File: src/lidar_point_range_decimation_filter_defines.svh
// assertion macros shared by the lidar point filter modules
// no dependencies; included by files that carry assertions
`ifndef LIDAR_POINT_RANGE_DECIMATION_FILTER_DEFINES_SVH
`define LIDAR_POINT_RANGE_DECIMATION_FILTER_DEFINES_SVH
`ifndef SYNTHESIS
`define LPF_ASSERT_IMP(lbl, clk, rst, ante, cons) \
   lbl: assert property (@(posedge clk) disable iff (rst) (ante) |-> (cons)) \
      else $error("lpf assertion failed");
`define LPF_ASSERT_NXT(lbl, clk, rst, ante, cons) \
   lbl: assert property (@(posedge clk) disable iff (rst) (ante) |=> (cons)) \
      else $error("lpf assertion failed");
`else
`define LPF_ASSERT_IMP(lbl, clk, rst, ante, cons)
`define LPF_ASSERT_NXT(lbl, clk, rst, ante, cons)
`endif
`endif

File: src/lpf_pkg.sv
// types and constants for the lidar point range and decimation filter
// no dependencies
package lpf_pkg;

   localparam int REG_INDEX_BITS = 3;
   localparam int CSR_DATA_BITS  = 48;
   localparam int MODE_BITS      = 2;
   localparam int DEC_BITS       = 8;
   localparam int BLIND_BITS     = 48;
   localparam int LINE_BITS      = 8;
   localparam int TIME_BITS      = 32;
   localparam int REFLECT_BITS   = 8;
   localparam int RING_BITS      = 8;
   localparam int TAG_BITS       = 8;
   localparam int COUNT_BITS     = 32;

   typedef enum logic [REG_INDEX_BITS-1:0] {
      REG_SENSOR_MODE    = 3'd0,
      REG_DECIMATION     = 3'd1,
      REG_BLIND_RANGE_SQ = 3'd2,
      REG_LINE_COUNT     = 3'd3,
      REG_TIME_MULT      = 3'd4
   } reg_index_type;

   typedef enum logic [MODE_BITS-1:0] {
      MODE_TAGGED  = 2'd0,
      MODE_SPIN_64 = 2'd1,
      MODE_SPIN_16 = 2'd2
   } mode_type;

   typedef struct packed {
      logic [MODE_BITS-1:0]  sensor_mode;
      logic [DEC_BITS-1:0]   decimation;
      logic [BLIND_BITS-1:0] blind_range_sq;
      logic [LINE_BITS-1:0]  line_count;
      logic [TIME_BITS-1:0]  time_mult;
   } cfg_type;

   localparam logic [MODE_BITS-1:0]  RST_SENSOR_MODE = MODE_TAGGED;
   localparam logic [DEC_BITS-1:0]   RST_DECIMATION  = 8'd1;
   localparam logic [BLIND_BITS-1:0] RST_BLIND       = 48'd100;
   localparam logic [LINE_BITS-1:0]  RST_LINE_COUNT  = 8'd6;
   localparam logic [TIME_BITS-1:0]  RST_TIME_MULT   = 32'd281475;

   // class given to a point by the front end
   typedef enum logic [1:0] {
      CLS_DROP    = 2'd0,
      CLS_TAGGED  = 2'd1,
      CLS_SPIN_GE = 2'd2,
      CLS_SPIN_GT = 2'd3
   } cls_type;

   typedef struct packed {
      cls_type cls;
      logic    differs;
      logic    frame_start;
   } ctl_type;

   localparam logic [TAG_BITS-1:0]  KIND_MASK   = 8'h30;
   localparam logic [TAG_BITS-1:0]  KIND_STRONG = 8'h10;
   localparam logic [TAG_BITS-1:0]  KIND_SINGLE = 8'h00;
   localparam logic [TIME_BITS-1:0] TIME_LIMIT  = 32'h0064_0000;

   localparam int QUEUE_DEPTH    = 4;
   localparam int QUEUE_PTR_BITS = 2;

   localparam int RES_STEPS     = COUNT_BITS;
   localparam int RES_STEP_BITS = 5;

endpackage

File: src/lpf_queue.sv
// short word queue between the classifying front end and the back end
// depends on lpf_pkg and the assertion macro header
`include "lidar_point_range_decimation_filter_defines.svh"
module lpf_queue #(
   parameter int DATA_BITS = 8
) (
   input  logic                 clock,
   input  logic                 reset,
   input  logic                 wr_en,
   input  logic [DATA_BITS-1:0] wr_data,
   input  logic                 rd_en,
   output logic [DATA_BITS-1:0] rd_data,
   output logic                 full,
   output logic                 empty
);

   logic [DATA_BITS-1:0]              mem_ff [lpf_pkg::QUEUE_DEPTH];
   logic [lpf_pkg::QUEUE_PTR_BITS-1:0] wr_ptr_ff, wr_ptr_in;
   logic [lpf_pkg::QUEUE_PTR_BITS-1:0] rd_ptr_ff, rd_ptr_in;
   logic [lpf_pkg::QUEUE_PTR_BITS:0]   count_ff, count_in;
   logic                               do_wr, do_rd;

   assign full    = (count_ff == (lpf_pkg::QUEUE_PTR_BITS+1)'(lpf_pkg::QUEUE_DEPTH));
   assign empty   = (count_ff == '0);
   assign do_wr   = wr_en && !full;
   assign do_rd   = rd_en && !empty;
   assign rd_data = mem_ff[rd_ptr_ff];

   always_comb begin
      wr_ptr_in = do_wr ? wr_ptr_ff + 1'b1 : wr_ptr_ff;
      rd_ptr_in = do_rd ? rd_ptr_ff + 1'b1 : rd_ptr_ff;
      count_in  = count_ff;
      if (do_wr && !do_rd) begin
         count_in = count_ff + 1'b1;
      end else if (do_rd && !do_wr) begin
         count_in = count_ff - 1'b1;
      end
   end

   always_ff @(posedge clock) begin
      if (reset) begin
         wr_ptr_ff <= '0;
         rd_ptr_ff <= '0;
         count_ff  <= '0;
      end else begin
         wr_ptr_ff <= wr_ptr_in;
         rd_ptr_ff <= rd_ptr_in;
         count_ff  <= count_in;
      end
   end

   always_ff @(posedge clock) begin
      if (do_wr) begin
         mem_ff[wr_ptr_ff] <= wr_data;
      end
   end

   `LPF_ASSERT_NXT(a_count_up, clock, reset, do_wr && !do_rd, count_ff == $past(count_ff) + 1'b1)

endmodule

File: config.mk
export PLATFORM = sky130hd
export DESIGN_NAME = lpf_queue
export DESIGN_NICKNAME = d
export VERILOG_FILES = /design/src/lpf_pkg.sv /design/src/lpf_queue.sv
export VERILOG_INCLUDE_DIRS = /design/src /design/src/src
export SDC_FILE = /design/constraint.sdc
export NUM_CORES = 1
export LEC_CHECK = 0
export BUFFER_PORTS_ARGS = -buffer_cell sky130_fd_sc_hd__buf_2
export CORE_UTILIZATION = 31
export CTS_BUF_LIST = sky130_fd_sc_hd__clkbuf_8
export DETAILED_ROUTE_END_ITERATION = 8
export SLEW_MARGIN = 10
export SYNTH_ARGS = -nofsm -noshare
export SYNTH_HDL_FRONTEND = slang
export SYNTH_SLANG_ARGS = --single-unit
File: constraint.sdc
create_clock -name clock -period 2.5 [get_ports clock]
set_input_delay 0.5 -clock clock [delete_from_list [all_inputs] [get_ports clock]]
set_output_delay 0.5 -clock clock [all_outputs]
set_load 0.01 [all_outputs]
Word level (Yosys, flattened, before mapping)
Memories as Yosys holds them, arrays and structs flattened. A register that Yosys moved wholly into a read port is not among the register bits.
Cells that the tools add are included.
Storage, ports and cells
  bits of input ports: 12
  output and inout bits: 10
  bits in writable memories: 32
  register bits: 7
  logic and storage cells: 25
  memories: 1
Operators by class
  reduce and logical (&&, ||, !) cells: 10
  add/subtract/negate cells: 4
  equality and inequality tests: 1
  mux-type cells: 6
Memories
  mem_ff: depth 4, width 8, read ports 1, clocked after Yosys merged registers in 1, wr ports 1, RTL line lpf_queue.sv:17  | logic [DATA_BITS-1:0] mem_ff [lpf_pkg::QUEUE_DEPTH];
Operators by type and width (number)
  two-way mux 3 bit: 2
  adder 2 x 1 -> 2 bit (second input constant): 2
  logical AND 1 bit: 4
  zero test 1 bit: 4
  two-way mux 2 bit: 2
  adder 3 x 1 -> 3 bit (second input constant): 1
  == test 3 bit (second input constant): 1
  zero test 3 bit: 1
  subtractor 3 x 1 -> 3 bit (second input constant): 1
  two-way mux 1 bit: 2
  nonzero test 2 bit: 1

Logic depth before layout (Yosys ltp)
  depth after elaboration: 7
  depth in mapped cells: 8
  mapped depth without buffers: 8

Worst setup path before layout
OpenSTA, ideal clock, no wires.
  path kind: flip-flop to flip-flop
  from: register count_ff[0] (netlist bit)
  to: register count_ff[2] (netlist bit)
  stages on the path, launching flop included: 9
  period minus slack after synthesis: 1.984 ns
  library setup time: 0.070 ns
  required time: 2.430 ns
  arrival: 1.913 ns
  buffers on the path: 0
  path slack: 0.516 ns
  path through: dfxtp_1 > nor3b_2 > nor2_2 > ha_1 > inv_1 > fa_1 > xor2_1 > or3_1 > a21oi_1
On the way
  cells in the longest elaborated chain, start to end: 6
RTL lines
  from (decl): RTL line lpf_queue.sv:20  | logic [lpf_pkg::QUEUE_PTR_BITS:0] count_ff, count_in;
  from (signal assigned): RTL line lpf_queue.sv:48  | count_ff <= count_in;
  == test 3 bit *: RTL line lpf_queue.sv:23  | assign full = (count_ff == (lpf_pkg::QUEUE_PTR_BITS+1)'(lpf_pkg::QUEUE_DEPTH));
  named net full: RTL line lpf_queue.sv:13  | output logic full,
  zero test 1 bit *: RTL line lpf_queue.sv:25  | assign do_wr = wr_en && !full;
  logical AND 1 bit *: RTL line lpf_queue.sv:25
  named net do_wr: RTL line lpf_queue.sv:21  | logic do_wr, do_rd;
  zero test 1 bit: RTL line lpf_queue.sv:35  | end else if (do_rd && !do_wr) begin
  logical AND 1 bit: RTL line lpf_queue.sv:35
  nonzero test 2 bit (no line)
The timed path passes the listed nets; every way through them passes the cells marked *. The select of a mux whose other input is x is not followed.
A chain may end at the register's enable or synchronous reset.

Worst setup path in the final report
  from: register count_ff[0] (netlist bit)
  to: register count_ff[2] (netlist bit)
On the way
  cells in the longest elaborated chain, start to end: 6
RTL lines (RTL line)
  == test 3 bit *: lpf_queue.sv:23
  zero test 1 bit *: lpf_queue.sv:25
  logical AND 1 bit *: lpf_queue.sv:25
  named net do_wr: lpf_queue.sv:21
  zero test 1 bit: lpf_queue.sv:35
  logical AND 1 bit: lpf_queue.sv:35
  nonzero test 2 bit (no line)
Marked as above.

==> out/metrics.yaml <==
power:
  ir_drop_worst_case_vdd_mv: 0.4166
  power.combinational.fraction: 0.267
  power.density_nw_per_um2: 944.3
  power.sequential.fraction: 0.502
  pwr-share-clk: 0.231
  netSwitchingFraction: 0.2908
  internal_power_mw: 1.266
  switching_pwr_uw: 519.1
  p_leak_nw: 0.6769
cts:
  cts.reportedPaths.clkPinSlew_ps: 80
  hold_buffers: 0
  clk_path_buf_depth: 2
  tritoncts_buffers: 5
  post_cts_resize_count: 0
  cts_tree: "built"
  clkLatencyLatePin_ps: 290
  cts.sink_count: 41
  post-cts-setup-buffer-count: 0
  htree_num_levels: 2
  clock_tree.root_cell: "clkbuf_8"
floorplanning:
  floorplan.die_area_um2: 5520
  placement_rows: 25
  start_util: 0.3321
  die_h_um: 74.30
  core-area_um2: 4880
  pin_count: 22
  floorplan.die.width_um: 74.30
yosys:
  post_synth_xor_area_fraction: 0.02162
  synth-adder-area-share: 0.05097
  synth_compound_area_frac: 0.02548
  synth_seq_cells: 41
  syn-instance-count: 90
  post_synth_mux_area_share: 0.1236
  post_synth.cell_area_avg_um2: 18.00
  yosys.cell_types.count: 21
  synthesized_cell_area_um2: 1620
  area_fraction_in_and_or_nand_and_nor_cells_after_synthesis: 0.05714
  dominant_combinational_cell_family_by_area_after_synthesis: "multiplexers"
  synth.net_count: 108
  synth-seq-area-share: 0.7042
  synth_warnings: 0
drt:
  wire_per_inst_um: 14.31
  detail_route.drc_violations: 0
  drt_wl_total_mm: 2.633
  drt_pass1_iterations: 4
  antenna_left: 0
  drt-initial-drc-count: 25
  post_drt_via_cell_ratio: 4.429
  detailroute.via_count: 815
worst_setup_path:
  rr_worst_depth: 8
  worst_setup_path_start_kind: "flip-flop"
  signal_arrival_time_at_the_worst_endpoint_ps: 2400
  reg2reg_to: "count_ff[2]$_SDFFE_PP0P_"
  timing.setup.critical_path_class: "reg2reg"
  worstReg2RegStart: "count_ff[0]$_SDFFE_PP0P_"
  critical_path_peak_fanout: 6
  worst_setup_path_end_kind: "flip-flop"
  regToRegSetupSlack_ps: 320
  cp-startpoint: "count_ff[0]$_SDFFE_PP0P_"
  endpoint_required_time_on_the_critical_path_ps: 2720
  worstSetupEndpoint: "count_ff[2]$_SDFFE_PP0P_"
sta:
  worst_clock_skew_on_the_final_layout_ps: 3.185
  fmax_mhz: 458.4
  drv_slew: 0
  worst_slew_pin_slew_ps: 448.0
  setup-violations-final: 0
  rsz0062_at_grt: "false"
  finalHoldViolCount: 0
  setup_total_negative_slack_ps: 0
  slew_headroom: 0.7014
  final_period_minus_worst_setup_slack_ps: 2182
  final_critical_path_setup_slack_ps: 318.4
  fin_crit_sh: 0.8727
global_route:
  grt_most_used_layer: "met2"
  wire_length_of_the_first_global_routing_pass_mm: 4.181
  antenna_found_initial: 0
  grt_max_degree: 14
  gr_util_met1: 0.1273
  via_count_of_the_first_global_routing_pass: 857
  groute.layer.met3.usage: 0.03659
  overall_overflow_remaining_after_global_route: 0
  grt.met2_usage: 0.1798
  grt_usage: 0.1083
cells_and_area:
  synthToLayoutAreaGrowth_pct: 16.68
  post_route_cells_drive_above_1_share: 0.3504
  final_cell_mix: "edfxtp_1, buf_2, dfxtp_1, mux4_2"
  layout.cells.most_common: "edfxtp_1"
  layout.filler_cells: 473
  nNetsFinal: 134
  antenna_diode_count: 0
placed_design:
  gp_congestion: 0.7368
  place_ws_ps: 280.2
  place.port_buffers: 21
  detailedPlacementHpwl_mm: 1.821
job:
  cap_viol_max_count: 0
outcome:
  outcome: "complete, no violations"
min_path:
  hp-class: "in2reg"
how the worst min path moves through the flow:
stage                              start                   endpoint  depth (start not counted)
2_1_floorplan  wr_ptr_ff[1]$_SDFFE_PP0P_  wr_ptr_ff[1]$_SDFFE_PP0P_                          2
3_3_place_gp   wr_ptr_ff[1]$_SDFFE_PP0P_  wr_ptr_ff[1]$_SDFFE_PP0P_                          2
3_5_place_dp   wr_ptr_ff[1]$_SDFFE_PP0P_  wr_ptr_ff[1]$_SDFFE_PP0P_                          2
4_1_cts                       wr_data[5]     mem_ff[3][5]$_DFFE_PP_                          1
5_1_grt                       wr_data[5]     mem_ff[1][5]$_DFFE_PP_                          1
6_report                      wr_data[5]     mem_ff[3][5]$_DFFE_PP_                          1
synthesized netlist by cell type:
library cell,n,area [um2]
edfxtp_1,32,960.9
dfxtp_1,9,180.2
mux4_2,8,180.2
ha_1,5,62.56
nor2_1,5,18.77
and2_1,4,25.02
inv_1,4,15.01
xor2_1,4,35.03
a21oi_1,2,10.01
clkbuf_1,2,7.510
mux2i_1,2,20.02
nand2b_1,2,12.51
o21ai_0,2,10.01
or3_1,2,12.51
buf_2,1,5.000
fa_1,1,20.02
nor2_2,1,6.260
nor3_1,1,5.000
nor3b_2,1,12.51
o311ai_1,1,8.760
o31ai_2,1,12.51
stage by stage:
stage | cell area (um2) | hold WS (ps) | std cells | total power [mW] | utilization
2_1_floorplan | 1620 | 481.8 | 90 | 1.237 | -
3_3_place_gp | 1804 | 496.2 | 176 | 1.380 | 0.3697
3_5_place_dp | 1804 | 514.8 | 176 | 1.396 | 0.3697
4_1_cts | 1891 | 424.5 | 184 | 1.805 | 0.3874
5_1_grt | 1891 | 415.7 | 184 | 1.895 | 0.3874
6_report | 1891 | 429.8 | 184 | 1.785 | 0.3874
layout make-up:
| class | instances | area [um2] | share of cell area |
|---|---|---|---|
| sequential | 41 | 1141 | 0.6036 |
| multi-input combinational | 42 | 451.7 | 0.2389 |
| timing repair buffer | 22 | 112.6 | 0.05956 |
| clock buffer | 5 | 68.82 | 0.03640 |
| inverter | 4 | 15.01 | 0.007942 |
| tap | 67 | 83.83 | 0.04434 |
| clock inverter | 3 | 17.52 | 0.009265 |
per-layer routing:
layer	wire length, um	part of all wire	vias up
li1	-	-	388
met1	1190	0.45	396
met2	1265	0.48	26
met3	135	0.051	5
met4	42	0.016	0
met5	0	0	-
power groups by stage:
| stage | combinational, mW | sequential (mW) | clock (mW) |
|---|---|---|---|
| 6_report | 0.476 | 0.896 | 0.413 |
| 5_1_grt | 0.529 | 0.913 | 0.453 |
| 4_1_cts | 0.485 | 0.897 | 0.422 |
| 3_5_place_dp | 0.483 | 0.913 | 0 |
| 3_3_place_gp | 0.474 | 0.906 | 0 |
| 2_1_floorplan | 0.349 | 0.888 | 0 |
state kept, by name, summed over array words and instances (netlist names), named ones only:
register   cells
count_ff       3
mem_ff        32
rd_ptr_ff      2
wr_ptr_ff      2
cells by family (layout without fill, tap and decap cells):
group | count (synthesis) | in the layout
AOI/OAI and AO/OA | 6 | 6
xor gates and xnor gates | 4 | 4
muxes | 10 | 10
DFF | 41 | 41
and+or+nand+nor | 16 | 16
adders and majority gates | 6 | 6
buffers and inverters | 7 | 34
critical path, stage by stage (launching register included):
cell	delay, ps
dfxtp_1	500
nor3b_2	110
nor2_2	210
ha_1	230
inv_1	70
fa_1	380
xor2_1	160
or3_1	310
a21oi_1	140
(Power assumes the default switching activity.)
