### config.mk
export PLATFORM = sky130hd
export DESIGN_NAME = lpf_front
export DESIGN_NICKNAME = d
export VERILOG_FILES = /design/src/lpf_pkg.sv /design/src/lpf_front.sv
export VERILOG_INCLUDE_DIRS = /design/src /design/src/src
export SDC_FILE = /design/constraint.sdc
export NUM_CORES = 1
export LEC_CHECK = 0
export BUFFER_PORTS_ARGS = -buffer_cell sky130_fd_sc_hd__buf_4
export CELL_PAD_IN_SITES_DETAIL_PLACEMENT = 0
export CELL_PAD_IN_SITES_GLOBAL_PLACEMENT = 1
export CORE_MARGIN = 5
export CORE_UTILIZATION = 47
export DETAILED_ROUTE_END_ITERATION = 6
export MAX_ROUTING_LAYER = met4
export PLACE_DENSITY = 0.95
export RECOVER_POWER = 25
export SYNTH_ARGS = -nofsm -noshare
export SYNTH_HDL_FRONTEND = slang
export SYNTH_SLANG_ARGS = --single-unit
### constraint.sdc
create_clock -name clock -period 5.55 [get_ports clock]
set_clock_uncertainty 0.1 [all_clocks]
set_input_delay 0.2775 -clock clock [delete_from_list [all_inputs] [get_ports clock]]
set_output_delay 0.2775 -clock clock [all_outputs]
set_load 0.005 [all_outputs]
### src/lidar_point_range_decimation_filter_defines.svh
// assertion macros shared by the lidar point filter modules
// no dependencies; included by files that carry assertions
`ifndef LIDAR_POINT_RANGE_DECIMATION_FILTER_DEFINES_SVH
`define LIDAR_POINT_RANGE_DECIMATION_FILTER_DEFINES_SVH
`ifndef SYNTHESIS
`define LPF_ASSERT_IMP(lbl, clk, rst, ante, cons) \
   lbl: assert property (@(posedge clk) disable iff (rst) (ante) |-> (cons)) \
      else $error("lpf assertion failed");
`define LPF_ASSERT_NXT(lbl, clk, rst, ante, cons) \
   lbl: assert property (@(posedge clk) disable iff (rst) (ante) |=> (cons)) \
      else $error("lpf assertion failed");
`else
`define LPF_ASSERT_IMP(lbl, clk, rst, ante, cons)
`define LPF_ASSERT_NXT(lbl, clk, rst, ante, cons)
`endif
`endif

### src/lpf_pkg.sv
// types and constants for the lidar point range and decimation filter
// no dependencies
package lpf_pkg;

   localparam int REG_INDEX_BITS = 3;
   localparam int CSR_DATA_BITS  = 48;
   localparam int MODE_BITS      = 2;
   localparam int DEC_BITS       = 8;
   localparam int BLIND_BITS     = 48;
   localparam int LINE_BITS      = 8;
   localparam int TIME_BITS      = 32;
   localparam int REFLECT_BITS   = 8;
   localparam int RING_BITS      = 8;
   localparam int TAG_BITS       = 8;
   localparam int COUNT_BITS     = 32;

   typedef enum logic [REG_INDEX_BITS-1:0] {
      REG_SENSOR_MODE    = 3'd0,
      REG_DECIMATION     = 3'd1,
      REG_BLIND_RANGE_SQ = 3'd2,
      REG_LINE_COUNT     = 3'd3,
      REG_TIME_MULT      = 3'd4
   } reg_index_type;

   typedef enum logic [MODE_BITS-1:0] {
      MODE_TAGGED  = 2'd0,
      MODE_SPIN_64 = 2'd1,
      MODE_SPIN_16 = 2'd2
   } mode_type;

   typedef struct packed {
      logic [MODE_BITS-1:0]  sensor_mode;
      logic [DEC_BITS-1:0]   decimation;
      logic [BLIND_BITS-1:0] blind_range_sq;
      logic [LINE_BITS-1:0]  line_count;
      logic [TIME_BITS-1:0]  time_mult;
   } cfg_type;

   localparam logic [MODE_BITS-1:0]  RST_SENSOR_MODE = MODE_TAGGED;
   localparam logic [DEC_BITS-1:0]   RST_DECIMATION  = 8'd1;
   localparam logic [BLIND_BITS-1:0] RST_BLIND       = 48'd100;
   localparam logic [LINE_BITS-1:0]  RST_LINE_COUNT  = 8'd6;
   localparam logic [TIME_BITS-1:0]  RST_TIME_MULT   = 32'd281475;

   // class given to a point by the front end
   typedef enum logic [1:0] {
      CLS_DROP    = 2'd0,
      CLS_TAGGED  = 2'd1,
      CLS_SPIN_GE = 2'd2,
      CLS_SPIN_GT = 2'd3
   } cls_type;

   typedef struct packed {
      cls_type cls;
      logic    differs;
      logic    frame_start;
   } ctl_type;

   localparam logic [TAG_BITS-1:0]  KIND_MASK   = 8'h30;
   localparam logic [TAG_BITS-1:0]  KIND_STRONG = 8'h10;
   localparam logic [TAG_BITS-1:0]  KIND_SINGLE = 8'h00;
   localparam logic [TIME_BITS-1:0] TIME_LIMIT  = 32'h0064_0000;

   localparam int QUEUE_DEPTH    = 4;
   localparam int QUEUE_PTR_BITS = 2;

   localparam int RES_STEPS     = COUNT_BITS;
   localparam int RES_STEP_BITS = 5;

endpackage

### src/lpf_front.sv
// front end: frame counters, decimation residues and point classification
// depends on lpf_pkg and the assertion macro header
`include "lidar_point_range_decimation_filter_defines.svh"
module lpf_front #(
   parameter int COORD_BITS = 24
) (
   input  logic                             clock,
   input  logic                             reset,
   input  lpf_pkg::cfg_type                 cfg,
   input  logic                             dec_load,
   input  logic                             accept,
   input  logic                             frame_start,
   input  logic signed [COORD_BITS-1:0]     pos_x,
   input  logic signed [COORD_BITS-1:0]     pos_y,
   input  logic signed [COORD_BITS-1:0]     pos_z,
   input  logic [lpf_pkg::RING_BITS-1:0]    ring,
   input  logic [lpf_pkg::TAG_BITS-1:0]     tag,
   output logic                             busy,
   output lpf_pkg::ctl_type                 ctl
);

   logic [lpf_pkg::COUNT_BITS-1:0] point_index_ff, point_index_in;
   logic [lpf_pkg::COUNT_BITS-1:0] valid_count_ff, valid_count_in;
   logic [lpf_pkg::DEC_BITS-1:0]   idx_res_ff, idx_res_in;
   logic [lpf_pkg::DEC_BITS-1:0]   vc_res_ff, vc_res_in;
   logic signed [COORD_BITS-1:0]   prev_x_ff, prev_x_in;
   logic signed [COORD_BITS-1:0]   prev_y_ff, prev_y_in;
   logic signed [COORD_BITS-1:0]   prev_z_ff, prev_z_in;
   logic                           busy_ff, busy_in;
   logic [lpf_pkg::RES_STEP_BITS-1:0] step_ff, step_in;
   logic [lpf_pkg::COUNT_BITS-1:0] idx_src_ff, idx_src_in;
   logic [lpf_pkg::COUNT_BITS-1:0] vc_src_ff, vc_src_in;

   logic [lpf_pkg::DEC_BITS-1:0]   dec_eff;
   logic [lpf_pkg::COUNT_BITS-1:0] idx, vc;
   logic [lpf_pkg::DEC_BITS-1:0]   idx_res, vc_res, idx_res_inc, vc_res_inc;
   logic [lpf_pkg::DEC_BITS-1:0]   idx_res_next, vc_res_next;
   logic signed [COORD_BITS-1:0]   prev_x, prev_y, prev_z;
   logic [lpf_pkg::TAG_BITS-1:0]   kind;
   logic                           qual, stored, spin;

   // one restoring step of a remainder by the decimation factor
   function automatic logic [lpf_pkg::DEC_BITS-1:0] mod_step(
      input logic [lpf_pkg::DEC_BITS-1:0] rem,
      input logic                         din,
      input logic [lpf_pkg::DEC_BITS-1:0] d
   );
      logic [lpf_pkg::DEC_BITS:0] t;
      t = {rem, din};
      if (t >= {1'b0, d}) begin
         t = t - {1'b0, d};
      end
      return t[lpf_pkg::DEC_BITS-1:0];
   endfunction

   assign dec_eff = (cfg.decimation == '0) ? lpf_pkg::DEC_BITS'(1) : cfg.decimation;
   assign busy    = busy_ff;

   // frame start clears the state before the point is looked at
   assign idx     = frame_start ? '0 : point_index_ff;
   assign vc      = frame_start ? '0 : valid_count_ff;
   assign idx_res = frame_start ? '0 : idx_res_ff;
   assign vc_res  = frame_start ? '0 : vc_res_ff;
   assign prev_x  = frame_start ? '0 : prev_x_ff;
   assign prev_y  = frame_start ? '0 : prev_y_ff;
   assign prev_z  = frame_start ? '0 : prev_z_ff;

   assign idx_res_inc  = idx_res + 1'b1;
   assign vc_res_inc   = vc_res + 1'b1;
   assign idx_res_next = ((&idx) || (idx_res_inc == dec_eff)) ? '0 : idx_res_inc;
   assign vc_res_next  = ((&vc) || (vc_res_inc == dec_eff)) ? '0 : vc_res_inc;

   assign kind   = tag & lpf_pkg::KIND_MASK;
   assign spin   = (cfg.sensor_mode == lpf_pkg::MODE_SPIN_64) ||
                   (cfg.sensor_mode == lpf_pkg::MODE_SPIN_16);
   assign qual   = (cfg.sensor_mode == lpf_pkg::MODE_TAGGED) && (idx != '0) &&
                   (ring < cfg.line_count) &&
                   ((kind == lpf_pkg::KIND_STRONG) || (kind == lpf_pkg::KIND_SINGLE));
   assign stored = qual && (vc_res_next == '0);

   always_comb begin
      ctl.differs     = (pos_x != prev_x) || (pos_y != prev_y) || (pos_z != prev_z);
      ctl.frame_start = frame_start;
      if (stored) begin
         ctl.cls = lpf_pkg::CLS_TAGGED;
      end else if (spin && (idx_res == '0)) begin
         ctl.cls = (cfg.sensor_mode == lpf_pkg::MODE_SPIN_64) ? lpf_pkg::CLS_SPIN_GE
                                                              : lpf_pkg::CLS_SPIN_GT;
      end else begin
         ctl.cls = lpf_pkg::CLS_DROP;
      end
   end

   always_comb begin
      point_index_in = point_index_ff;
      valid_count_in = valid_count_ff;
      idx_res_in     = idx_res_ff;
      vc_res_in      = vc_res_ff;
      prev_x_in      = prev_x_ff;
      prev_y_in      = prev_y_ff;
      prev_z_in      = prev_z_ff;
      busy_in        = busy_ff;
      step_in        = step_ff;
      idx_src_in     = idx_src_ff;
      vc_src_in      = vc_src_ff;
      if (dec_load) begin
         // residues are rebuilt from the counters, one bit a cycle
         busy_in    = 1'b1;
         step_in    = '0;
         idx_src_in = point_index_ff;
         vc_src_in  = valid_count_ff;
         idx_res_in = '0;
         vc_res_in  = '0;
      end else if (busy_ff) begin
         idx_res_in = mod_step(idx_res_ff, idx_src_ff[lpf_pkg::COUNT_BITS-1], dec_eff);
         vc_res_in  = mod_step(vc_res_ff, vc_src_ff[lpf_pkg::COUNT_BITS-1], dec_eff);
         idx_src_in = idx_src_ff << 1;
         vc_src_in  = vc_src_ff << 1;
         step_in    = step_ff + 1'b1;
         if (step_ff == lpf_pkg::RES_STEP_BITS'(lpf_pkg::RES_STEPS - 1)) begin
            busy_in = 1'b0;
         end
      end else if (accept) begin
         point_index_in = idx + 1'b1;
         idx_res_in     = idx_res_next;
         valid_count_in = qual ? vc + 1'b1 : vc;
         vc_res_in      = qual ? vc_res_next : vc_res;
         prev_x_in      = stored ? pos_x : '0;
         prev_y_in      = stored ? pos_y : '0;
         prev_z_in      = stored ? pos_z : '0;
      end
   end

   always_ff @(posedge clock) begin
      if (reset) begin
         point_index_ff <= '0;
         valid_count_ff <= '0;
         idx_res_ff     <= '0;
         vc_res_ff      <= '0;
         prev_x_ff      <= '0;
         prev_y_ff      <= '0;
         prev_z_ff      <= '0;
         busy_ff        <= 1'b0;
         step_ff        <= '0;
      end else begin
         point_index_ff <= point_index_in;
         valid_count_ff <= valid_count_in;
         idx_res_ff     <= idx_res_in;
         vc_res_ff      <= vc_res_in;
         prev_x_ff      <= prev_x_in;
         prev_y_ff      <= prev_y_in;
         prev_z_ff      <= prev_z_in;
         busy_ff        <= busy_in;
         step_ff        <= step_in;
      end
   end

   always_ff @(posedge clock) begin
      idx_src_ff <= idx_src_in;
      vc_src_ff  <= vc_src_in;
   end

   `LPF_ASSERT_NXT(a_load_busy, clock, reset, dec_load, busy_ff)
   `LPF_ASSERT_IMP(a_res_bound, clock, reset, !busy_ff, (idx_res_ff < dec_eff) && (vc_res_ff < dec_eff))

endmodule

# Word-level counts from Yosys, hierarchy flattened
# Index checks and enable logic that the tools add are counted.
[totals] register_bits=222 inputBits=191 output_inout_bits=5 elab_cells=86
[op_classes] add_sub_neg=7 n_lt_le_gt_ge=3 n_eq_ne=9 muxes=31 bitwise_logic=2 n_reduce_logical=23
[op_table] op="$mux W32" n=7
[op_table] op="$mux W24" n=6
[op_table] op="$mux W8" n=12
[op_table] op="$ne A24 B24 Y1" n=3
[op_table] op="$add A32 B1 Y32 const B" n=2
[op_table] op="$reduce_and A32 Y1" n=2
[op_table] op="$logic_not A8 Y1" n=4
[op_table] op="$reduce_bool A32 Y1" n=1
[op_table] op="$ge A9 B8 Y1" n=2
[op_table] op="$add A8 B1 Y8 const B" n=2
[op_table] op="$eq A8 B8 Y1" n=2
[op_table] op="$sub A8 B8 Y8" n=2
[op_table] op="$lt A8 B8 Y1" n=1
[op_table] op="$logic_or A1 B1 Y1" n=6
[op_table] op="$add A5 B1 Y5 const B" n=1
[op_table] op="$eq A5 B5 Y1 const B" n=1
[op_table] op="$logic_and A1 B1 Y1" n=5
[op_table] op="$eq A2 B1 Y1 const B" n=2
[op_table] op="$mux W1" n=4
[op_table] op="$mux W2" n=2
[op_table] op="$reduce_bool A2 Y1" n=2
[op_table] op="$reduce_and A3 Y1" n=1
[op_table] op="$eq A2 B2 Y1 const B" n=1
[op_table] op="$logic_not A2 Y1" n=1
[op_table] op="2 further kinds" n=3

# Depth between registers and ports, before layout
# Gate-level depths: netlist of run 1.
[logic_depth] word_depth=8 depth_mapped=19 ltp_nobuf=13

# Least setup slack after synthesis of run 1
# OpenSTA, ideal clock, no wires.
[synth_path] path_kind="input -> output" from="input port frame_start" to="output port ctl[3] (netlist name)" arrival_time_ps=3502 t_required_ps=5173 path_slack_ps=1670 stages=18 path_buffers=8 cell_sequence="buf_4 -> buf_2 -> clkbuf_1 -> clkbuf_1 -> buf_1 -> clkbuf_1 -> nor2b_1 -> inv_1 -> ha_1 -> nor4b_1 -> nand4_1 -> o22ai_1 -> a211oi_1 -> nand2_1 -> clkbuf_1 -> clkbuf_1 -> a21o_1 -> nor2b_1"
[synth_rtl] item="from (decl)" line_no="lpf_front.sv:12" rtl="input logic frame_start,"
[synth_rtl] item="to (decl)" line_no="lpf_front.sv:19" rtl="output lpf_pkg::ctl_type ctl"

# Worst setup path after layout of run 1
[layout_path] from="register busy_ff, in the netlist busy" to="register prev_z_ff[16]"
[layout_via] elab_chain_len=2
[layout_rtl] item="from (decl)" line_no="lpf_front.sv:29" rtl="logic busy_ff, busy_in;"
[layout_rtl] item="from (signal assigned)" line_no="lpf_front.sv:153" rtl="busy_ff <= busy_in;"
[layout_rtl] item="$not A1 Y1 (no line)"
[layout_rtl] item="$reduce_and A3 Y1 (no line)"
[layout_rtl] item="to (signal assigned)" line_no="lpf_front.sv:152" rtl="prev_z_ff <= prev_z_in;"
[layout_rtl] item="to (decl)" line_no="lpf_front.sv:28" rtl="logic signed [COORD_BITS-1:0] prev_z_ff, prev_z_in;"
# Every way passes these cells.
# A chain may end at the register's enable or synchronous reset.

==> results.txt, run 1 <==
- Gate family responsible for the most delay along the worst path: buffers and inverters
- The number of endpoints with negative hold slack in the final report is 0.
- Routability-driven placement finished with a final weighted congestion of about 0.89.
- sky130_fd_sc_hd__dfxtp_1 takes more of the synthesized area than any other cell.
* Sequential share of the synthesized area: 0.402
- Synthesis produced a netlist whose cell count is 1379.
- Summed over all failing endpoints, the final setup total negative slack is 0 ps.
* Std-Cell Core Area: around 27000 sq um
* DIE HEIGHT: 174 microns
- Summed over all layers, the global routing overflow is 0.
- Post-layout nets: 1747
* # hold bufs at CTS: 72
- Of the post-synthesis cell area, the dominant cell type holds 0.250.
- For this configuration, the core starts out at a cell density of 0.473.
- TritonCTS created 26 clock buffers.
- Each instance of the synthesized netlist takes up on average 9.17 sq um.
* Count of clock tree sinks: 222
* CTS H-tree depth: 1
- The detail route stage leaves a number of antenna-violating nets equal to 0.
* Most area-consuming cells after synthesis: sky130_fd_sc_hd__dfxtp_1 (25%), sky130_fd_sc_hd__edfxtp_1 (15%), sky130_fd_sc_hd__mux2_2 (6.1%)
- The floorplan has 60 rows.
* Cell repeated most along the worst path: sky130_fd_sc_hd__buf_4
- Async set or reset register ratio after synthesis: 0
- Worst min path class: in2reg
- Summing all multi-input logic gate instances after layout gives between 6000 and 7000 sq um.
- Critical path class: reg2reg
* Number of antenna violations at the first check in global routing: 1
* Drt initial violations: a little under 900
- Count of TritonRoute iterations in the first routing pass: 6
- Cells along the critical path: clkbuf_1 -> inv_1 -> nand2_1 -> nor2_1 -> buf_4 -> nor2_4 -> buf_4 -> a22o_1
* Number of top-level pins: 196
- Relative slew slack: -0.0986
- For this run, design rule violations remaining after detail routing come to 0.
- Setup repair after global routing left no endpoint under its margin.
- Aggregate routed wire length: 32300 microns
- Number of enable flip-flop cells after synthesis: 64
- Number of endpoints failing setup at the final stage: 0
- Measured along the x axis, the die boundary spans 174 microns.
- The final reports fail on capacitance limit, slew limit.
- At the worst endpoint, the required time is 5910 ps.
- Fill cells in the final layout number 2293.
* Wire length of the first global-routing pass: 53200 microns
- In the synthesized netlist the dominant register cell turns out to be sky130_fd_sc_hd__dfxtp_1.
- After synthesis the netlist holds a flip-flop and latch count of 222.
- Number of nets produced by synthesis: 1602
* Leakage power figure: between 5 and 6 nW
- Proportion of layout cells with a drive suffix above 1: 0.152
* Final worst path period need: about 4400 ps
- Input and output buffers added on the ports amount to ~110.
- Max-cap violations: 1
- The area growth from synthesis to layout is 19.9%.
* Number of vias per cell after detailed routing: 5.92
- TritonCTS built the clock tree.
- HPWL Detailed: just over 20000 microns
- STA puts the critical path data arrival time at 4710 ps.
- Clock Tree Buf Depth: 3
- During synthesis, Yosys emitted a total of 0 warnings.
* Final Power: between 0.003 and 0.004 W
- Type of element launching the critical path: flip-flop
- Part of the cycle the worst path needs: 0.784
* Post-CTS setup repair buffer count: 0
- The number of buffers and inverters on the critical path is 4.
- Die ar.: 30300 sq um
* Wire length per cell after detailed routing: 17.1 microns
- The largest individual stage delay along the critical path comes from the cell sky130_fd_sc_hd__clkbuf_1.
* Fmax: 0.230 GHz
* Combined global-route utilization of all metal layers: 0.210
- Peak supply drop: 0.226 mV
* Mapped Area: 12600 sq um
- Clock-pin slew was measured on the worst setup and hold paths at 60 ps.
- Post-CTS repair changed the size of 0 cells.
- Number of library cell types mapped by synthesis: 82
* Max Fanout on Critical Path: 37
- Clock latency on the worst-skew pair, taken at its later pin, is 540 ps.
* Maximum number of pins on one net before global-route repair: 73
- Largest stage delay on the critical path: 1190 ps
- Actual transition at the worst max-transition pin: 1650 ps
- Summing over every cut layer, the via total after detailed routing is about 11k.
- Crit path capture type: flip-flop
- The via count of the first global-routing pass is 10.9k.
- The run finished, with violations left.
- Cell chosen for the clock root: sky130_fd_sc_hd__clkbuf_16
- Slew Limit Fails: 33
- Dividing total power by cell area gives a power density of between 200 and 300 nW/um^2.
- Registers take approximately 5000 sq um.
[synth_stat cells, types with 4 or more instances]
library cell	n
sky130_fd_sc_hd__xnor2_1	61
sky130_fd_sc_hd__buf_1	11
sky130_fd_sc_hd__and3_1	8
sky130_fd_sc_hd__or4_1	4
sky130_fd_sc_hd__a21boi_0	4
sky130_fd_sc_hd__nand4b_1	4
sky130_fd_sc_hd__nor3_1	22
sky130_fd_sc_hd__mux2_2	68
sky130_fd_sc_hd__a221oi_1	7
sky130_fd_sc_hd__mux2i_1	9
sky130_fd_sc_hd__o21ai_0	45
sky130_fd_sc_hd__buf_2	4
sky130_fd_sc_hd__a211oi_1	10
sky130_fd_sc_hd__o21a_1	4
sky130_fd_sc_hd__o211ai_1	5
sky130_fd_sc_hd__a2111oi_0	4
sky130_fd_sc_hd__and3b_1	4
sky130_fd_sc_hd__a22o_1	74
sky130_fd_sc_hd__a21oi_1	47
sky130_fd_sc_hd__nand4_1	35
sky130_fd_sc_hd__nor2_1	175
sky130_fd_sc_hd__or2_2	6
sky130_fd_sc_hd__buf_6	7
sky130_fd_sc_hd__ha_1	30
sky130_fd_sc_hd__a22oi_1	11
sky130_fd_sc_hd__nand2b_1	5
sky130_fd_sc_hd__inv_1	59
sky130_fd_sc_hd__edfxtp_1	64
sky130_fd_sc_hd__nor2b_1	16
sky130_fd_sc_hd__nand2_1	98
sky130_fd_sc_hd__nor4bb_1	25
sky130_fd_sc_hd__clkbuf_1	48
sky130_fd_sc_hd__a31oi_1	34
sky130_fd_sc_hd__or3_1	6
sky130_fd_sc_hd__nor4_1	24
sky130_fd_sc_hd__nand3_1	35
sky130_fd_sc_hd__dfxtp_1	158
sky130_fd_sc_hd__a21o_1	7
sky130_fd_sc_hd__o22ai_1	8
sky130_fd_sc_hd__xor2_1	39
sky130_fd_sc_hd__o31ai_1	6
sky130_fd_sc_hd__o32ai_1	24
sky130_fd_sc_hd__and4_1	6
[layout make-up]
cell class	instances	share of cell area
multi-input cells	1023	0.462
well taps	341	0.0281
clock buffers	35	0.0479
flip-flops and latches	222	0.335
repair buffers	190	0.106
inverters	61	0.0151
diodes	1	0.000165
clock inverters	12	0.00602
[state kept, by name (all words and copies together) (netlist names), 24 cells and up]
| name | cells |
|---|---|
| idx_src_ff | 32 |
| point_index_ff | 32 |
| prev_x_ff | 24 |
| prev_y_ff | 24 |
| prev_z_ff | 24 |
| valid_count_ff | 32 |
| vc_src_ff | 32 |
[path summary, 6_finish.rpt]
check | from | endpoint | slack [ps] | cells past startpoint
setup reg to reg | busy | prev_z_ff[16] | 1200 | 8
setup / recovery | busy | prev_z_ff[16] | 1200 | 8
hold / removal | accept | vc_res_ff[1] | 160 | 4
hold reg to reg | prev_x_ff[16] | prev_x_ff[16] | 380 | 1
[metrics by stage]
step           std cells  utilization  hold WS [ps]  worst slack (ps)  cell area (sq um)
2_1_floorplan       1379            -           303              1670              12600
3_5_place_dp        1765        0.510           365              1630              13600
4_1_cts             1884        0.567           132              1670              15200
6_report            1885        0.567           157              1200              15200
3_3_place_gp        1765        0.510           362              1650              13600
5_1_grt             1885        0.567           180               972              15200
[power by group]
part           switching (W)  leakage [nW]  total [W]  internal (W)
clock network       0.000672         0.401    0.00164      0.000965
logic               0.000226          3.22   0.000420      0.000194
registers          0.0000221          1.96    0.00174       0.00172
total               0.000920          5.58    0.00380       0.00288
[tightest hold or removal path: cells and delay by family]
kind	cells	cell delay (ps)
AOI/OAI and AO/OA	2	240
buffers and inverters	1	150
and+or+nand+nor	1	60
[kinds of logic after synthesis]
| logic type | Yosys count | share of synthesized area |
|---|---|---|
| fa+ha+maj | 35 | 0.0352 |
| mux | 78 | 0.0686 |
| simple gates | 490 | 0.196 |
| compound gates | 320 | 0.183 |
| xor+xnor | 100 | 0.0693 |
| buf+inv | 134 | 0.0452 |
| flops | 222 | 0.402 |
[placed cells by master (no fill, tap or decap), types with 28 or more instances in the layout]
cell type and count:
sky130_fd_sc_hd__xnor2_1 61, sky130_fd_sc_hd__a22o_1 74, sky130_fd_sc_hd__nand2_1 98, sky130_fd_sc_hd__nand4_1 35
sky130_fd_sc_hd__clkbuf_16 28, sky130_fd_sc_hd__ha_1 30, sky130_fd_sc_hd__a31oi_1 34, sky130_fd_sc_hd__a21oi_1 47
sky130_fd_sc_hd__dfxtp_1 158, sky130_fd_sc_hd__xor2_1 39, sky130_fd_sc_hd__edfxtp_1 64, sky130_fd_sc_hd__dlygate4sd3_1 72
sky130_fd_sc_hd__inv_1 59, sky130_fd_sc_hd__nor2_1 174, sky130_fd_sc_hd__o21ai_0 45, sky130_fd_sc_hd__nand3_1 35
sky130_fd_sc_hd__buf_4 117, sky130_fd_sc_hd__mux2_2 66
[routing by layer]
layer	part of all wire	global-route usage
met1	0.44	0.269
met2	0.48	0.343
met3	0.051	0.0283
met4	0.031	0.0706
met5	0	-
Note: power is estimated with default switching activity, not from simulation.
==> run 2, diff against run 1 <==
--- a/config.mk
+++ b/config.mk
@@ -6,14 +6,15 @@
 export SDC_FILE = /design/constraint.sdc
 export NUM_CORES = 1
 export LEC_CHECK = 0
+export ABC_AREA = 1
 export BUFFER_PORTS_ARGS = -buffer_cell sky130_fd_sc_hd__buf_4
 export CELL_PAD_IN_SITES_DETAIL_PLACEMENT = 0
 export CELL_PAD_IN_SITES_GLOBAL_PLACEMENT = 1
 export CORE_MARGIN = 5
-export CORE_UTILIZATION = 47
+export CORE_UTILIZATION = 42
 export DETAILED_ROUTE_END_ITERATION = 6
 export MAX_ROUTING_LAYER = met4
-export PLACE_DENSITY = 0.95
+export PLACE_DENSITY = 0.92
 export RECOVER_POWER = 25
 export SYNTH_ARGS = -nofsm -noshare
 export SYNTH_HDL_FRONTEND = slang
==> constraint.sdc (replaced) <==
create_clock -name clock -period 4.23 [get_ports clock]
set_clock_uncertainty 0.1 [all_clocks]
set_input_delay 0.2115 -clock clock [delete_from_list [all_inputs] [get_ports clock]]
set_output_delay 0.2115 -clock clock [all_outputs]
set_load 0.005 [all_outputs]
==> run 2 against run 1 <==
Net effect:
- the flow still finishes with violations (capacitance limit, slew limit)
- final cell count increased by 44%
- sequential cell count unchanged
- count of clock-buffer cells in the layout decreased by 2
- via count increased by 25%
- combinational power increased by 53%
- critical path depth increased by 8
- first-iteration DRC count increased by 3.3%
- largest power group unchanged
==> results.txt, run 2 <==
- Of the total synthesized cell area, the portion taken by AND, OR, NAND and NOR gates is 0.347.
- Cell repeated most along the worst path: sky130_fd_sc_hd__nand2_1
* Clock Tree Buf Depth: 3
- For the worst flop-to-flop path, the logic depth is 14.
- Of the total synthesized cell area, the portion taken by XOR and XNOR cells is 0.0579.
* Sum of negative setup slack: 0 ps
- TritonCTS clock tree: done
- Most common cell in the synthesized netlist: sky130_fd_sc_hd__nand2_1
- Max Fanout on Critical Path: 34
- In the final routed layout, each cell accounts on average for 14.5 microns.
* Die outline width: between 150 and 200 microns
- Cell Area, Placed: 15700 sq um
- Net Sw Power: 0.00136 W
* Async set or reset register ratio after synthesis: 0
- VDD sags by at most 0.261 mV.
* Type of element launching the critical path: input pin
- Leading cell types in the layout, fill and taps excluded: sky130_fd_sc_hd__nand2_1 (547), sky130_fd_sc_hd__inv_1 (251), sky130_fd_sc_hd__nor2_1 (236), sky130_fd_sc_hd__dfxtp_1 (158), sky130_fd_sc_hd__nand3_1 (136)
* Combinational family with the most area after synthesis: simple AND/OR/NAND/NOR gates
* Post-synthesis instance total: 2114
* Global route total overflow: 0
- Mapped Area: 14700 sq um
- The compound-gate portion of the synthesized area came to 0.116.
- The biggest area contributor in the post-synthesis netlist is sky130_fd_sc_hd__dfxtp_1.
- Endpoints failing hold: 0
* Drt initial violations: 900
- After detailed routing, the number of remaining DRC violations is 0.
- Final non-filler cell area: 17300 sq um
* Crit path capture type: output pin
- Mean instance size in the synthesized netlist: approximately 6.9 sq um
* Clock share of power: 0.431
- For this design the static power due to leakage is around 6.8 nW.
- The via count of the first global-routing pass is 13.6k.
- In the post-synthesis netlist, the biggest area contributors are sky130_fd_sc_hd__dfxtp_1 (22%), sky130_fd_sc_hd__nand2_1 (14%), sky130_fd_sc_hd__edfxtp_1 (13%).
- In the post-route analysis, the smallest setup slack over all paths is 476 ps.
* Worst skew pair latency: 540 ps
* Status: finished with violations
* Post-CTS setup repair buffer count: 0
* Critical path class: in2out
* Aggregate routed wire length: 39500 microns
- The share of the Yosys chip area taken by registers is 0.347.
- Setup repair after global routing missed its margin: no
- Post-layout nets: around 2.5k
* P per Cell Area: 298 nW/um^2
* Number of CTS-inserted buffers: 27
* Max-cap violations: 1
- Slew Limit Fails: 65
- Number of endpoints failing setup at the final stage: 0
- The most critical setup path has its endpoint at ctl[2].
- Entering global routing, the biggest net connects 158 pins.
- Cells along the critical path: clkbuf_1 -> inv_4 -> nand3_1 -> nor2_1 -> nand2_1 -> nand2_1 -> nand3_1 -> nand2_1 -> nor2_1 -> nand3_2 -> nand2_2 -> nor2_1 -> nor2_4 -> nand2_1 -> o21ai_0 -> buf_4
- Number of top-level pins: roughly 200
* Buf/Inv on CP: 3
- The share of synthesized area in the top cell type comes to 0.216.
- Cell internal power was estimated by the tool at 0.00379 W.
- The share of total power dissipated in combinational logic is 0.125.
- For the pin with the worst max-slew slack, the measured transition is 1640 ps.
* Crit path required time: between 3000 and 4000 ps
- Worst min path class: in2reg
* Final worst path period need: between 3000 and 4000 ps
* Launch point of the worst reg-to-reg path: valid_count_ff[0]
- For this run, the total global-route usage over all layers was measured as 0.203.
- The area growth from synthesis to layout is 17.7%.
- Ranking of synthesized cells by instance count: sky130_fd_sc_hd__nand2_1 (548), sky130_fd_sc_hd__inv_1 (251), sky130_fd_sc_hd__nor2_1 (237)
- Initial core utilization: 0.425
* Clock Pin Slew Worst Setup and Hold Paths: 60 ps
- On the critical path, the stage with the largest delay is an instance of sky130_fd_sc_hd__clkbuf_1.
- Detailed routing placed a total of between 15000 and 20000 microns of wire on met2.
* Count of filler cells inserted in the layout: 3397
- Of the cells placed in the final design, the portion with a size suffix greater than 1 is 0.140.
- After floorplanning, the core was divided into 68 placement rows.
- Met3 WL: between 1500 and 2000 microns
* Pre-CTS setup slack: approximately 800 ps
* Largest stage delay on the critical path: 790 ps
- The core region is 34500 sq um.
* Post-synthesis share of cell area spent on full adders, half adders and majority gates: 0.0283
* Violated checks: capacitance limit, slew limit
- Gate family responsible for the most delay along the worst path: simple AND/OR/NAND/NOR gates
- Launch point of the critical path: frame_start
- The number of antenna diodes in the final layout is 0.
- The congestion estimate from routability-driven global placement came to 0.863.
- In this run, synthesis inferred 64 flip-flops with an integrated enable.
- The Yosys step of the flow raised 0 warnings.
- The first TritonRoute pass finished after 5 iterations.
- Part of the cycle the worst path needs: 0.887
- Number of antenna violations at the first check in global routing: 0
- The tree is rooted in a sky130_fd_sc_hd__clkbuf_16.
* DIE HEIGHT: 197 microns
- FF+latch count, synth: 222
- Arrival time of the worst setup path: 3440 ps
- Routed length on met1: 18100 microns
- Most used flip-flop cell after synthesis: sky130_fd_sc_hd__dfxtp_1
- Share of power burned in registers: 0.444
- IO Port Bufs: 108
* Flop-to-flop setup slack: 910 ps
- The finished layout holds 2717 standard cells, fillers aside.
- Summed over all nets, the half-perimeter wirelength after detailed placement is 26400 microns.
* Fmax: roughly 0.27 GHz
- In this run the number of H-tree levels came out at 1.
* Relative slew slack: -0.0955
* Count of clock tree sinks: 222
- Endpoint of the lowest-slack register-to-register path: prev_y_ff[5]
- Counting every net in the synthesized netlist gives 2337.
* Switching Share: 0.264
- Multiplexer area fraction after synthesis: 0
* Crit. path cell count: 16
* Vias: 14.0k
- Including well taps, the total number of placed cells is around 2.6k.
- Number of library cell types mapped by synthesis: 50
* Most common cell after layout, fill and taps aside: sky130_fd_sc_hd__nand2_1
- Number of vias per cell after detailed routing: 5.14
* Wire length of the first global-routing pass: between 60000 and 70000 microns
* Count of antenna-violating nets left after detailed routing: 0
- After detailed routing, no signal wire sits above met4.
- The die covers 38800 sq um.
[run 2: changes by cell type after synthesis, moves of 61 or more]
cell	before	now
sky130_fd_sc_hd__mux2_2	68	0
sky130_fd_sc_hd__a22o_1	74	0
sky130_fd_sc_hd__nand2_1	98	548
sky130_fd_sc_hd__inv_1	59	251
sky130_fd_sc_hd__nor2_1	175	237
sky130_fd_sc_hd__nand3_1	35	136
sky130_fd_sc_hd__nand3_2	0	61
[run 2: routing by layer]
metal | global-route usage | vias up
met3 | 0.0258 | 64
met1 | 0.264 | 6483
met2 | 0.343 | 337
li1 | - | 7069
met4 | 0.0393 | 0
met5 | - | -
[run 2: logic make-up (layout without fill, tap and decap cells)]
group | after synthesis | after routing
AO/OA/AOI/OAI | 286 | 286
XOR/XNOR | 97 | 97
adder cells (fa/ha/maj) | 32 | 32
buffers and inverters | 359 | 507
flip-flops | 222 | 222
AND/OR/NAND/NOR | 1118 | 1118
[run 2: power groups by stage]
stage                     sequential (W)  combinational, W  clock (W)
after global routing             0.00229          0.000713    0.00235
after CTS                        0.00229          0.000638    0.00227
after global placement           0.00233          0.000571          0
after floorplan                  0.00233          0.000379          0
after detailed placement         0.00233          0.000580          0
final                            0.00229          0.000642    0.00222
[run 2: worst min path at each step]
stage | start | endpoint | slack (ps) | depth (start not counted)
finish | reset | valid_count_ff[24] | 120 | 2
global route | reset | valid_count_ff[24] | 130 | 2
CTS | dec_load | idx_src_ff[0] | 60 | 3
detailed placement | prev_z_ff[8] | prev_z_ff[8] | 360 | 2
global placement | prev_z_ff[4] | prev_z_ff[4] | 350 | 2
floorplan | accept | vc_res_ff[5] | 300 | 3
[run 2: worst reg2reg max path: stages, from the launching register on]
cell and delay, ps:
sky130_fd_sc_hd__dfxtp_1 350, sky130_fd_sc_hd__inv_1 50, sky130_fd_sc_hd__nor2_1 270, sky130_fd_sc_hd__ha_1 280
sky130_fd_sc_hd__inv_1 90, sky130_fd_sc_hd__nor3_2 200, sky130_fd_sc_hd__nand2_1 100, sky130_fd_sc_hd__nor2_2 190
sky130_fd_sc_hd__nand4_2 260, sky130_fd_sc_hd__nand2_2 250, sky130_fd_sc_hd__nor2_1 100, sky130_fd_sc_hd__nor2_4 400
sky130_fd_sc_hd__buf_4 360, sky130_fd_sc_hd__nand3_2 130, sky130_fd_sc_hd__a21oi_2 150
[run 2: stage by stage]
| stage | utilization | power [W] | hold WS, ps |
|---|---|---|---|
| floorplan | - | 0.00271 | 298 |
| global route | 0.500 | 0.00536 | 125 |
| detailed placement | 0.454 | 0.00291 | 357 |
| finish | 0.500 | 0.00515 | 116 |
| global placement | 0.454 | 0.00290 | 352 |
| CTS | 0.500 | 0.00519 | 61.3 |
[run 2: cell type report]
cell class | instances | area [sq um] | share of cell area
well taps | 455 | 569 | 0.0330
clock buffers | 33 | 728 | 0.0422
clock inverters | 17 | 120 | 0.00696
multi-input cells | 1533 | 8080 | 0.468
repair buffers | 202 | 1730 | 0.0999
flip-flops and latches | 222 | 5080 | 0.295
inverters | 255 | 960 | 0.0556
[run 2: timing repair]
action / in CTS / in global routing
hold buffers: 73 / 0
gates resized for setup: 0 / 0
endpoints found under the hold margin: 74 / 0
==> run 3, diff against run 2 <==
--- a/config.mk
+++ b/config.mk
@@ -11,11 +11,12 @@
 export CELL_PAD_IN_SITES_DETAIL_PLACEMENT = 0
 export CELL_PAD_IN_SITES_GLOBAL_PLACEMENT = 1
 export CORE_MARGIN = 5
-export CORE_UTILIZATION = 42
+export CORE_UTILIZATION = 46
 export DETAILED_ROUTE_END_ITERATION = 6
 export MAX_ROUTING_LAYER = met4
-export PLACE_DENSITY = 0.92
+export PLACE_DENSITY = 0.95
 export RECOVER_POWER = 25
+export SETUP_SLACK_MARGIN = 0.5
 export SYNTH_ARGS = -nofsm -noshare
 export SYNTH_HDL_FRONTEND = slang
 export SYNTH_SLANG_ARGS = --single-unit
==> constraint.sdc (replaced) <==
create_clock -name clock -period 4.7 [get_ports clock]
set_clock_uncertainty 0.1 [all_clocks]
set_input_delay 0.235 -clock clock [delete_from_list [all_inputs] [get_ports clock]]
set_output_delay 0.235 -clock clock [all_outputs]
set_load 0.005 [all_outputs]
==> run 3 against run 2 <==
Net effect:
- the run still ends with capacitance limit, slew limit left
- register-to-register slack improved by 380 ps
- setup slack improved by 270 ps
- via count down 0.40%
- non-clock buffer count decreased by 13
- hold slack worse by 110 ps
- count of clock-buffer cells in the layout grew 5
- combinational power down 12%
- clock power shrank 9%
- sequential share of layout area up 0.30 points
- die area decreased by 8.3%
- critical endpoint is now ctl[3]
- largest power group unchanged
==> results.txt, run 3 (same netlist as run 2, synthesis figures left out) <==
* Status: finished with violations
- Violated checks: capacitance limit, slew limit
- Once the clock tree was built, the resizer swapped 0 gates to a different size.
* Sum of negative setup slack: 0 ps
- Number of CTS-inserted buffers: 26
* Final weighted congestion of routability-driven global placement: around 0.92
* Final worst path period need: 3950 ps
- Endpoint of the lowest-slack register-to-register path: prev_x_ff[10]
- The via count of the first global-routing pass was roughly 13k.
- The number of endpoints with negative hold slack in the final report is 0.
* IO Port Bufs: 108
- The net count of the finished layout is 2450.
- Wires add up to 39200 microns.
- Count of antenna-violating nets left after detailed routing: 0
- After the first detailed-routing iteration, the DRC count stood at 985.
* Critical path class: in2out
- TritonCTS clock tree: done
- The worst pin sits at a relative slew slack of -0.327.
* Combined global-route utilization of all metal layers: 0.219
- Fmax: 0.253 GHz
* Cells along the critical path: buf_4 -> clkbuf_1 -> nor2_1 -> nand2_1 -> nor2_1 -> nand2_1 -> nor2_2 -> nand4_2 -> nand2_2 -> a21oi_1 -> nor2_4 -> a21oi_1 -> buf_4
* Flop-to-flop setup slack: 1290 ps
- Clock tree synthesis selected as its root buffer the cell sky130_fd_sc_hd__clkbuf_16.
* Proportion of layout cells with a drive suffix above 1: 0.139
- Detailed placement finished with a half-perimeter wire length of 26300 microns.
- Die ar.: between 30000 and 40000 sq um
* Setup repair after global routing missed its margin: no
* Worst skew pair latency: 530 ps
* Std cell rows: 65
* Launch point of the worst reg-to-reg path: valid_count_ff[0]
- Global route total overflow: 0
- Across the VDD grid, the largest voltage drop is ~0.22 mV.
- Wire length of the first global-routing pass: 64900 microns
- The tree built by TritonCTS fans out to 222 sinks.
- Crit path required time: 4370 ps
- Initial core utilization: 0.465
* Number of antenna violations at the first check in global routing: 3
- Pre-CTS setup slack: ~1100 ps
* Leakage power figure: 6.72 nW
- The most critical setup path has its endpoint at ctl[3].
* Reg2reg path depth: 14
- Actual transition at the worst max-transition pin: roughly 2000 ps
- Max-cap violations: 2
- CTS H-tree depth: 1
- Launch point of the critical path: frame_start
- Leaving out fill and tap cells, the most frequent cell in the layout is sky130_fd_sc_hd__nand2_1.
- Number of endpoints failing setup at the final stage: 0
- Dividing the detail-routed wire length by the instance count gives ~15 microns.
* P per Cell Area: about 270 nW/um^2
* Clock Tree Buf Depth: 3
- The core region is approximately 32000 sq um.
* Largest stage delay on the critical path: 1190 ps
- Type of element launching the critical path: input pin
* Count of TritonRoute iterations in the first routing pass: 5
- At the end of the flow the core is filled with cells to 0.542.
- The tightest hold path in the finished design has a slack of about 8 ps.
- The max-slew violation count came to 108.
- CP max stage cell: sky130_fd_sc_hd__clkbuf_1
* Layout-stage area growth over the synthesis result: 16.5%
* Number of vias per cell after detailed routing: 5.24
- Arrival time of the worst setup path: 3620 ps
- After clock tree synthesis, the clock-pin slew on the worst setup and hold paths is 60 ps.
- Entering global routing, the biggest net connects roughly 150 pins.
- Final worst slack: roughly 750 ps
- The die is 189 microns wide.
* Remaining design rule violation count: 0
* Part of the cycle the worst path needs: 0.840
* Leading cell types in the layout, fill and taps excluded: sky130_fd_sc_hd__nand2_1 (547), sky130_fd_sc_hd__inv_1 (251), sky130_fd_sc_hd__nor2_1 (236), sky130_fd_sc_hd__dfxtp_1 (158), sky130_fd_sc_hd__nand3_1 (136)
- The routed layout has ~14k vias.
- The floorplan step set the die height to 189 microns.
* Crit path capture type: output pin
- Worst min path class: in2reg
- Max Fanout on Critical Path: 27
- Number of top-level pins: 196
==> run 3: what timing repair did <==
item                                   4_1_cts  5_1_grt
buffers inserted                             0        0
endpoints found under the hold margin       61        0
hold buffers                                60        0
==> run 3: through the flow <==
stage / total power [W] / instances / instance area (sq um)
floorplan: 0.00243 / 2114 / 14700
global placement: 0.00262 / 2541 / 15600
detailed placement: 0.00263 / 2541 / 15600
CTS: 0.00469 / 2648 / 17100
global route: 0.00485 / 2651 / 17100
finish: 0.00465 / 2651 / 17100
==> run 3: worst min-delay path by stage <==
stage / startpoint / endpoint / slack, ps / cells after the start
after global routing: pos_y[9] / prev_y_ff[9] / 20 / 5
after floorplan: accept / vc_res_ff[5] / 320 / 3
final: pos_z[7] / prev_z_ff[7] / 8 / 5
after CTS: pos_y[9] / prev_y_ff[9] / 0.3 / 5
after detailed placement: prev_z_ff[5] / prev_z_ff[5] / 360 / 2
after global placement: prev_z_ff[8] / prev_z_ff[8] / 350 / 2
==> run 3: report_power, final <==
group,internal (W),switching [W],total [W]
Combinational,0.000213,0.000355,0.000568
Sequential,0.00204,0.0000239,0.00206
Clock,0.00122,0.000806,0.00203
==> run 3: worst max-delay path, delay by kind of cell <==
family	cells	cell delay, ps
AND/OR/NAND/NOR	8	1200
AO/OA/AOI/OAI	2	570
buffers and inverters	3	1600
==> run 3: cell type report <==
| type | count | area [sq um] |
|---|---|---|
| fill | 3026 | 14500 |
| clock buffer | 38 | 757 |
| tap | 402 | 503 |
| multi-input combinational | 1533 | 8080 |
| inverter | 255 | 960 |
| sequential | 222 | 5080 |
| timing repair buffer | 189 | 1610 |
| clock inverter | 9 | 96.3 |
| antenna | 3 | 7.51 |
==> run 3: per-layer routing <==
metal	vias to the layer above	share of wire	global-route usage
met2	369	0.47	0.364
met5	-	0	-
met4	0	0.018	0.0462
met3	60	0.052	0.0293
met1	6433	0.46	0.288
li1	7035	-	-
